File: config.mk
export PLATFORM = sky130hd
export DESIGN_NAME = id_string_verification_hash_core
export DESIGN_NICKNAME = d
export VERILOG_FILES = /design/src/hw/rtl/ivh_pkg.sv /design/src/hw/rtl/ivh_front.sv /design/src/hw/rtl/ivh_fifo.sv /design/src/hw/rtl/ivh_back.sv /design/src/hw/rtl/id_string_verification_hash_core.sv
export SDC_FILE = /design/constraint.sdc
export NUM_CORES = 2
export LEC_CHECK = 0
export ABC_AREA = 1
export BUFFER_PORTS_ARGS = -buffer_cell sky130_fd_sc_hd__buf_2
export CAP_MARGIN = 20
export CORE_MARGIN = 1.5
export CORE_UTILIZATION = 40
export CTS_CLUSTER_DIAMETER = 200
export DETAILED_ROUTE_END_ITERATION = 6
export SLEW_MARGIN = 20
export SYNTH_ARGS = -nofsm -noshare
export SYNTH_HDL_FRONTEND = slang
export SYNTH_SLANG_ARGS = --single-unit
File: constraint.sdc
create_clock -name clk_i -period 16.9 [get_ports clk_i]
set_clock_uncertainty 0.2 [all_clocks]
set_input_delay 3.38 -clock clk_i [delete_from_list [all_inputs] [get_ports clk_i]]
set_output_delay 3.38 -clock clk_i [all_outputs]
set_load 0.05 [all_outputs]
File: src/hw/rtl/ivh_pkg.sv
`default_nettype none

package ivh_pkg;

  // Depth of the queue between the front and the back
  localparam int unsigned QDEPTH = 2;
  localparam int unsigned QPTR_W = (QDEPTH > 1) ? $clog2(QDEPTH) : 1;
  localparam int unsigned QCNT_W = $clog2(QDEPTH + 1);

  // Kind of work a queued beat asks of the back
  typedef enum logic [1:0] {
    OP_BYTE      = 2'd0,  // hash one byte, string continues
    OP_BYTE_LAST = 2'd1,  // hash one byte, then finish the string
    OP_END       = 2'd2   // no byte, finish the string
  } op_e;

  // Back sequencer states
  typedef enum logic [1:0] {
    ST_RUN  = 2'd0,
    ST_MIX  = 2'd1,
    ST_MUL1 = 2'd2,
    ST_MUL2 = 2'd3
  } state_e;

  // One queued beat
  typedef struct packed {
    op_e         op;
    logic [7:0]  song_byte;
    logic [31:0] id;
  } item_t;

  // Queue status seen by the front and the top
  typedef struct packed {
    logic              full;
    logic              empty;
    logic [QCNT_W-1:0] count;
  } fifo_stat_t;

  // Back status
  typedef struct packed {
    state_e state;
    logic   pop;
  } back_stat_t;

endpackage

`default_nettype wire

File: src/hw/rtl/ivh_front.sv
`default_nettype none

module ivh_front (
  input  wire logic                in_valid_i,
  output logic                     in_ready_o,
  input  wire logic [7:0]          song_byte_i,
  input  wire logic                byte_valid_i,
  input  wire logic                last_i,
  input  wire logic [31:0]         id_i,
  input  wire ivh_pkg::fifo_stat_t q_stat_i,
  output logic                     push_o,
  output ivh_pkg::item_t           item_o
);

  logic accept;

  // Take a beat whenever the queue has room
  assign in_ready_o = !q_stat_i.full;
  assign accept     = in_valid_i && in_ready_o;

  // Classify the beat; drop beats that carry neither a byte nor an end
  always_comb begin
    item_o.song_byte = song_byte_i;
    item_o.id        = id_i;
    push_o           = 1'b0;
    item_o.op        = ivh_pkg::OP_BYTE;
    priority if (byte_valid_i && last_i) begin
      item_o.op = ivh_pkg::OP_BYTE_LAST;
      push_o    = accept;
    end else if (byte_valid_i) begin
      item_o.op = ivh_pkg::OP_BYTE;
      push_o    = accept;
    end else if (last_i) begin
      item_o.op = ivh_pkg::OP_END;
      push_o    = accept;
    end else begin
      push_o    = 1'b0;
    end
  end

endmodule

`default_nettype wire

File: src/hw/rtl/ivh_fifo.sv
`default_nettype none

module ivh_fifo (
  input  wire logic           clk_i,
  input  wire logic           rst_ni,
  input  wire logic           push_i,
  input  wire ivh_pkg::item_t item_i,
  input  wire logic           pop_i,
  output ivh_pkg::item_t      item_o,
  output ivh_pkg::fifo_stat_t stat_o
);

  localparam int unsigned PW = ivh_pkg::QPTR_W;
  localparam int unsigned CW = ivh_pkg::QCNT_W;

  ivh_pkg::item_t mem_q [ivh_pkg::QDEPTH];
  logic [PW-1:0]  wr_ptr_q, wr_ptr_d;
  logic [PW-1:0]  rd_ptr_q, rd_ptr_d;
  logic [CW-1:0]  count_q, count_d;
  logic           do_push, do_pop;

  assign stat_o.full  = (count_q == CW'(ivh_pkg::QDEPTH));
  assign stat_o.empty = (count_q == '0);
  assign stat_o.count = count_q;
  assign item_o       = mem_q[rd_ptr_q];

  assign do_push = push_i && !stat_o.full;
  assign do_pop  = pop_i && !stat_o.empty;

  // Advance pointers with wrap at the queue depth
  always_comb begin
    wr_ptr_d = wr_ptr_q;
    rd_ptr_d = rd_ptr_q;
    count_d  = count_q;
    if (do_push) begin
      wr_ptr_d = (wr_ptr_q == PW'(ivh_pkg::QDEPTH - 1)) ? '0 : wr_ptr_q + 1'b1;
    end
    if (do_pop) begin
      rd_ptr_d = (rd_ptr_q == PW'(ivh_pkg::QDEPTH - 1)) ? '0 : rd_ptr_q + 1'b1;
    end
    if (do_push && !do_pop) begin
      count_d = count_q + 1'b1;
    end else if (do_pop && !do_push) begin
      count_d = count_q - 1'b1;
    end
  end

  always_ff @(posedge clk_i or negedge rst_ni) begin
    if (!rst_ni) begin
      wr_ptr_q <= '0;
      rd_ptr_q <= '0;
      count_q  <= '0;
    end else begin
      wr_ptr_q <= wr_ptr_d;
      rd_ptr_q <= rd_ptr_d;
      count_q  <= count_d;
    end
  end

  // Store the pushed beat
  always_ff @(posedge clk_i) begin
    if (do_push) begin
      mem_q[wr_ptr_q] <= item_i;
    end
  end

endmodule

`default_nettype wire

File: src/hw/rtl/ivh_back.sv
`default_nettype none

module ivh_back (
  input  wire logic           clk_i,
  input  wire logic           rst_ni,
  input  wire logic           empty_i,
  input  wire ivh_pkg::item_t item_i,
  output logic                pop_o,
  output ivh_pkg::back_stat_t stat_o,
  output logic                out_valid_o,
  input  wire logic           out_ready_i,
  output logic signed [31:0]  code_o
);

  ivh_pkg::state_e state_q, state_d;

  logic [31:0] fwd_q, fwd_d;
  logic [31:0] rev_q, rev_d;
  logic [31:0] coef_q, coef_d;
  logic        par_q, par_d;
  logic [31:0] id_q, id_d;
  logic [31:0] opa_q, opa_d;
  logic [31:0] opb_q, opb_d;
  logic [31:0] opc_q, opc_d;
  logic [31:0] prod_q, prod_d;
  logic [31:0] code_q, code_d;
  logic        out_valid_q, out_valid_d;

  logic        has_byte, ends;
  logic [31:0] c_ext;
  logic [31:0] pb;
  logic [31:0] fwd_upd, rev_upd, coef_upd;
  logic [7:0]  mix_hi, mix_lo;
  logic [31:0] mix;
  logic        load_out;

  assign pop_o        = (state_q == ivh_pkg::ST_RUN) && !empty_i;
  assign stat_o.state = state_q;
  assign stat_o.pop   = pop_o;
  assign out_valid_o  = out_valid_q;
  assign code_o       = code_q;
  assign load_out     = (state_q == ivh_pkg::ST_MUL2) && (!out_valid_q || out_ready_i);

  // Decode the head beat
  always_comb begin
    has_byte = 1'b0;
    ends     = 1'b0;
    unique case (item_i.op)
      ivh_pkg::OP_BYTE:      begin has_byte = 1'b1; ends = 1'b0; end
      ivh_pkg::OP_BYTE_LAST: begin has_byte = 1'b1; ends = 1'b1; end
      ivh_pkg::OP_END:       begin has_byte = 1'b0; ends = 1'b1; end
      default:               begin has_byte = 1'b0; ends = 1'b0; end
    endcase
  end

  // Per-byte update: shift-add forward hash, 32x8 product for reverse hash
  assign c_ext    = {{24{item_i.song_byte[7]}}, item_i.song_byte};
  assign fwd_upd  = c_ext + (par_q ? ((fwd_q << 4) + fwd_q) : ((fwd_q << 3) + fwd_q));
  assign pb       = coef_q * {24'b0, item_i.song_byte};
  assign rev_upd  = rev_q + pb
                  - (item_i.song_byte[7] ? {coef_q[23:0], 8'b0} : 32'b0);
  assign coef_upd = par_q ? ((coef_q << 5) + coef_q) : ((coef_q << 4) + coef_q);

  // Rearrange id bytes into the mix word
  assign mix_hi = (id_q[23:16] == 8'h00) ? ~id_q[15:8] : id_q[23:16];
  assign mix_lo = (id_q[31:24] == 8'h00) ? ~id_q[7:0]  : id_q[31:24];
  assign mix    = {id_q[7:0], mix_hi, id_q[15:8], mix_lo};

  // Next state
  always_comb begin
    state_d = state_q;
    unique case (state_q)
      ivh_pkg::ST_RUN:  if (pop_o && ends) state_d = ivh_pkg::ST_MIX;
      ivh_pkg::ST_MIX:  state_d = ivh_pkg::ST_MUL1;
      ivh_pkg::ST_MUL1: state_d = ivh_pkg::ST_MUL2;
      ivh_pkg::ST_MUL2: if (load_out) state_d = ivh_pkg::ST_RUN;
      default:          state_d = ivh_pkg::ST_RUN;
    endcase
  end

  // Datapath and output register
  always_comb begin
    fwd_d       = fwd_q;
    rev_d       = rev_q;
    coef_d      = coef_q;
    par_d       = par_q;
    id_d        = id_q;
    opa_d       = opa_q;
    opb_d       = opb_q;
    opc_d       = opc_q;
    prod_d      = prod_q;
    code_d      = code_q;
    out_valid_d = out_valid_q;
    if (out_valid_q && out_ready_i) begin
      out_valid_d = 1'b0;
    end
    unique case (state_q)
      ivh_pkg::ST_RUN: begin
        if (pop_o && has_byte) begin
          fwd_d  = fwd_upd;
          rev_d  = rev_upd;
          coef_d = coef_upd;
          par_d  = !par_q;
        end
        if (pop_o && ends) begin
          id_d = item_i.id;
        end
      end
      ivh_pkg::ST_MIX: begin
        // Form mix operands, then clear the string state
        opa_d  = (rev_q ^ mix) + (fwd_q | id_q);
        opb_d  = fwd_q | mix;
        opc_d  = rev_q ^ id_q;
        fwd_d  = '0;
        rev_d  = '0;
        coef_d = 32'd1;
        par_d  = 1'b0;
      end
      ivh_pkg::ST_MUL1: begin
        prod_d = opa_q * opb_q;
      end
      ivh_pkg::ST_MUL2: begin
        if (load_out) begin
          code_d      = prod_q * opc_q;
          out_valid_d = 1'b1;
        end
      end
      default: begin
        code_d = code_q;
      end
    endcase
  end

  always_ff @(posedge clk_i or negedge rst_ni) begin
    if (!rst_ni) begin
      state_q     <= ivh_pkg::ST_RUN;
      fwd_q       <= '0;
      rev_q       <= '0;
      coef_q      <= 32'd1;
      par_q       <= 1'b0;
      out_valid_q <= 1'b0;
    end else begin
      state_q     <= state_d;
      fwd_q       <= fwd_d;
      rev_q       <= rev_d;
      coef_q      <= coef_d;
      par_q       <= par_d;
      out_valid_q <= out_valid_d;
    end
  end

  // Payload registers hold without reset
  always_ff @(posedge clk_i) begin
    id_q   <= id_d;
    opa_q  <= opa_d;
    opb_q  <= opb_d;
    opc_q  <= opc_d;
    prod_q <= prod_d;
    code_q <= code_d;
  end

endmodule

`default_nettype wire

File: src/hw/rtl/id_string_verification_hash_core.sv
// id_string_verification_hash_core
//
// Input channel (in_valid_i / in_ready_o): one beat per string byte, first
// byte first. byte_valid_i marks a beat that carries a byte; last_i marks
// the final beat of a string, and id_i is sampled on that beat. A beat with
// last_i set and no byte ends an empty string; a beat with neither is dropped.
// Output channel (out_valid_o / out_ready_i): one 32-bit code per string.
//
// Accepted beats go into a two-entry queue; the back pops one beat per cycle
// while in its run state and updates the hashes, so bytes stream at one per
// cycle outside the final mix. After the last beat the back leaves the run
// state for the final mix (operand build and two 32x32 multiplies in turn)
// and pops nothing until the code is loaded into the output register.
// While the receiver stalls, the code holds in the output register, the
// back waits in its last multiply step, and the queue fills until in_ready_o
// drops.
// Reset clears the queue, the output valid and the hash state (forward and
// reverse hash zero, coefficient product one, byte parity even).

`default_nettype none

module id_string_verification_hash_core (
  input  wire logic               clk_i,
  input  wire logic               rst_ni,
  input  wire logic               in_valid_i,
  output logic                    in_ready_o,
  input  wire logic [7:0]         song_byte_i,
  input  wire logic               byte_valid_i,
  input  wire logic               last_i,
  input  wire logic [31:0]        id_i,
  output logic                    out_valid_o,
  input  wire logic               out_ready_i,
  output logic signed [31:0]      code_o
);

  ivh_pkg::fifo_stat_t q_stat;
  ivh_pkg::back_stat_t bk_stat;
  ivh_pkg::item_t      push_item, head_item;
  logic                push, pop;

  ivh_front u_front (
    .in_valid_i   (in_valid_i),
    .in_ready_o   (in_ready_o),
    .song_byte_i  (song_byte_i),
    .byte_valid_i (byte_valid_i),
    .last_i       (last_i),
    .id_i         (id_i),
    .q_stat_i     (q_stat),
    .push_o       (push),
    .item_o       (push_item)
  );

  ivh_fifo u_fifo (
    .clk_i  (clk_i),
    .rst_ni (rst_ni),
    .push_i (push),
    .item_i (push_item),
    .pop_i  (pop),
    .item_o (head_item),
    .stat_o (q_stat)
  );

  ivh_back u_back (
    .clk_i       (clk_i),
    .rst_ni      (rst_ni),
    .empty_i     (q_stat.empty),
    .item_i      (head_item),
    .pop_o       (pop),
    .stat_o      (bk_stat),
    .out_valid_o (out_valid_o),
    .out_ready_i (out_ready_i),
    .code_o      (code_o)
  );

  // Queue never holds more than its depth
  a_q_bound: assert property (@(posedge clk_i) disable iff (!rst_ni)
    q_stat.count <= ivh_pkg::QCNT_W'(ivh_pkg::QDEPTH))
    else $error("queue count above depth");

  // A full queue blocks the input
  a_full_blocks: assert property (@(posedge clk_i) disable iff (!rst_ni)
    q_stat.full |-> !in_ready_o)
    else $error("input ready while queue full");

  // Back pops only in its run state
  a_pop_run: assert property (@(posedge clk_i) disable iff (!rst_ni)
    bk_stat.pop |-> (bk_stat.state == ivh_pkg::ST_RUN))
    else $error("queue pop outside run state");

  // A new code comes only out of the last multiply step
  a_code_src: assert property (@(posedge clk_i) disable iff (!rst_ni)
    $rose(out_valid_o) |-> $past(bk_stat.state == ivh_pkg::ST_MUL2))
    else $error("code valid without finishing the mix");

endmodule

`default_nettype wire

==> results.md <==
* HPWL after DPL at ~160000 µm
* Synth cell types at 65
* Status: finished clean
* Layout cells sized above 1 at 0.03689
* CP dominant cell by count: fa_1
* Crit Path Max Fanout at 24
* Async S/R FF share, synth at 0.2679
* Least-Margin Pin Slew at between 1 and 1.5 ns
* #FFs+latches synth at 377
* ANT nets after route at 0
* CP arrival at between 8 and 9 ns
* Cell with the most instances after synthesis: nand2_1
* Clk sink count at ~380
* Synth top area cells: fa_1, edfxtp_1, nand2_1
* Final Hold Fails at 0
* GR Util All Layers at 0.2526
* Hold Crit Class: register to register
* DR vias/cell at ~5.1
* Post-CTS setup buffers at 0
* CTS Buffer Depth at 3
* Port bufs at 79
* # H-tree levels at 2
* Max-slew violations at 0
* Commonest cells in the netlist: nand2_1, inv_1, fa_1
* Reg2Reg Setup Slack at approximately 8.9 ns
* Critical Path Sink Type: register
* Nets at 9605
* Final Cycle Share at 0.4742
* Die Ht at 403.6 µm
* DRC violations left at 0
* Reg clk slew, reported paths at ~0.070 ns
* WS Path Type: register to register
* Worst slack, placed at roughly 8.8 ns
* Max stage delay cell, worst path: edfxtp_1
* Post-Syn Area at between 60000 and 70000 µm²
* CTS root buf: clkbuf_16
* Achievable Freq at ~120 MHz
* Via Count at roughly 52000
* DR iter-0 viols at between 4000 and 5000
* Synth top area share at 0.3202
* Top_reg_cell synth: edfxtp_1
* Register area share after synthesis at 0.1685
* Die Area at ~160000 µm²
* GRT Residual Overflow at 0
* Fin crit period at 8.014 ns
* Fill count at between 15000 and 20000
* Slew HR at 0.2529
* Initial Util at 0.4040
* Core ar. at ~160000 µm²
* Die X at roughly 400 µm
* CTS Buf Count at 45
* Startpoint type of the worst setup path: register
* Synth warn at 0
* First-pass GRT wire length at approximately 320000 µm
* Post-synth top area cell: fa_1
* Detailed Routing Iterations Pass 1 at 6
* Largest net degree at the start of global routing at 56
* Number of global-route vias before repair at about 54000
* Reg2reg path depth at 27
* Initial antenna violation count at 12
* # rows at approximately 150
* Critical Path Max Stage Delay at 1.07 ns
* CTS hold repair buffers at 0
* Hold path depth at 1
* Worst-Skew Late Latency at 0.67 ns
* CTS tree: yes
* Final setup margin at just under 9 ns
* Avg Synthesized Cell Area at 7.909 µm²
* Max_cap viols at 0
* Avg WL per Cell at roughly 20 µm
* Post-cts resize count at 0
* Final TNS setup at 0 ns
* RSZ-0062 raised after global routing: false
* I/O pin cnt at 80
* GP Congestion at approximately 1
* Final wirelength at slightly above 200000 µm
* Post-synth EDFFs at about 280
* Layout area overhead at 6.583%
* Synth Instances at a little over 8000
* CP required at approximately 17 ns
* Final number of setup-violating endpoints at 0
[cells in the final DEF, fill, tap and decap left out, types with 16 or more instances in the layout]
master,Yosys,routed
nor3_1,37,37
a21oi_1,337,335
ha_1,462,461
clkbuf_16,0,45
o21bai_1,36,36
o22ai_1,18,18
nand3_1,221,221
dfrtp_1,100,98
nand3b_1,17,17
xnor2_1,74,74
buf_2,32,78
o21ai_1,20,19
nor4_1,16,16
o21ai_0,252,252
conb_1,2,24
edfxtp_1,276,276
or2_2,35,35
fa_1,1027,1027
xor2_1,169,169
nand2_1,2139,2139
inv_1,2001,2000
a21o_1,37,37
nand4_1,44,44
buf_4,4,70
nor2_1,383,381
[registers in the layout, indices dropped and copies added (netlist names)]
name                cells
u_back.code_o          32
u_back.coef_q          29
u_back.fwd_q           32
u_back.id_q            32
u_back.opa_q           32
u_back.opb_q           32
u_back.opc_q           32
u_back.out_valid_o      1
u_back.par_q            1
u_back.prod_q          32
u_back.rev_q           32
u_back.state_q          2
u_fifo.count_q          2
u_fifo.mem_q           84
u_fifo.rd_ptr_q         1
u_fifo.wr_ptr_q         1
[cell families (layout without fill, tap and decap cells)]
group	count (synthesis)	in the layout	share of synthesized area
compound gates	811	811	0.07137
mux	3	3	0.0004677
fa+ha+maj	1489	1489	0.4103
buf+inv	2274	2240	0.1342
other cells	2	27	0.0001170
xor+xnor	244	244	0.03340
simple gates	2918	2918	0.1817
flops	377	377	0.1685
[through the flow]
stage / std cells / util / instance area (µm²) / hold WS [ns]
after floorplan: 8140 / - / 64290 / 0.2458
after global placement: 10090 / 0.4202 / 66770 / 0.2627
after detailed placement: 10090 / 0.4202 / 66770 / 0.2628
after CTS: 10180 / 0.4303 / 68380 / 0.2773
after global routing: 10180 / 0.4306 / 68430 / 0.3072
final: 10180 / 0.4306 / 68430 / 0.2707
[path summary, 6_finish.rpt]
kind	start	endpoint
worst max register to register	u_back.opc_q[9]$_DFFE_PP_	u_back.code_o[31]$_DFFE_PP_
min in group asynchronous	rst_ni	u_back.coef_q[11]$_DFFE_PN0P_
worst max-delay path	u_back.opc_q[9]$_DFFE_PP_	u_back.code_o[31]$_DFFE_PP_
worst min-delay path	u_fifo.count_q[0]$_DFFE_PN0P_	u_fifo.count_q[0]$_DFFE_PN0P_
worst min register to register	u_fifo.count_q[0]$_DFFE_PN0P_	u_fifo.count_q[0]$_DFFE_PN0P_
max in group asynchronous	rst_ni	u_fifo.rd_ptr_q$_DFFE_PN0P_
[area by class of cell]
class,instances,area (µm²),share of cell area
multi-input combinational,5489,44910,0.6563
sequential,377,10820,0.1581
inverter,2007,7533,0.1101
tap,2072,2592,0.03789
clock buffer,50,1165,0.01702
timing repair buffer,150,958.4,0.01401
clock inverter,33,440.4,0.006436
antenna,3,7.507,0.0001097
[critical path: cells and delay by family, from the launching register on]
family                   cells  cell delay, ns
adder cells (fa/ha/maj)      9            4.18
buffers and inverters        6            0.37
AND/OR/NAND/NOR              9            1.39
flip-flops                   1            1.07
AO/OA/AOI/OAI                3            0.54
[layer usage]
| metal | track usage | routed length, µm | vias up |
|---|---|---|---|
| li1 | - | - | 24230 |
| met1 | 0.3366 | 85560 | 25820 |
| met2 | 0.4199 | 95960 | 1838 |
| met3 | 0.03818 | 14630 | 348 |
| met4 | 0.08409 | 7407 | 4 |
| met5 | 0 | 27 | - |
Power is not shown: default switching activity piles up to over one toggle a cycle in this logic, so the estimate is an artifact.
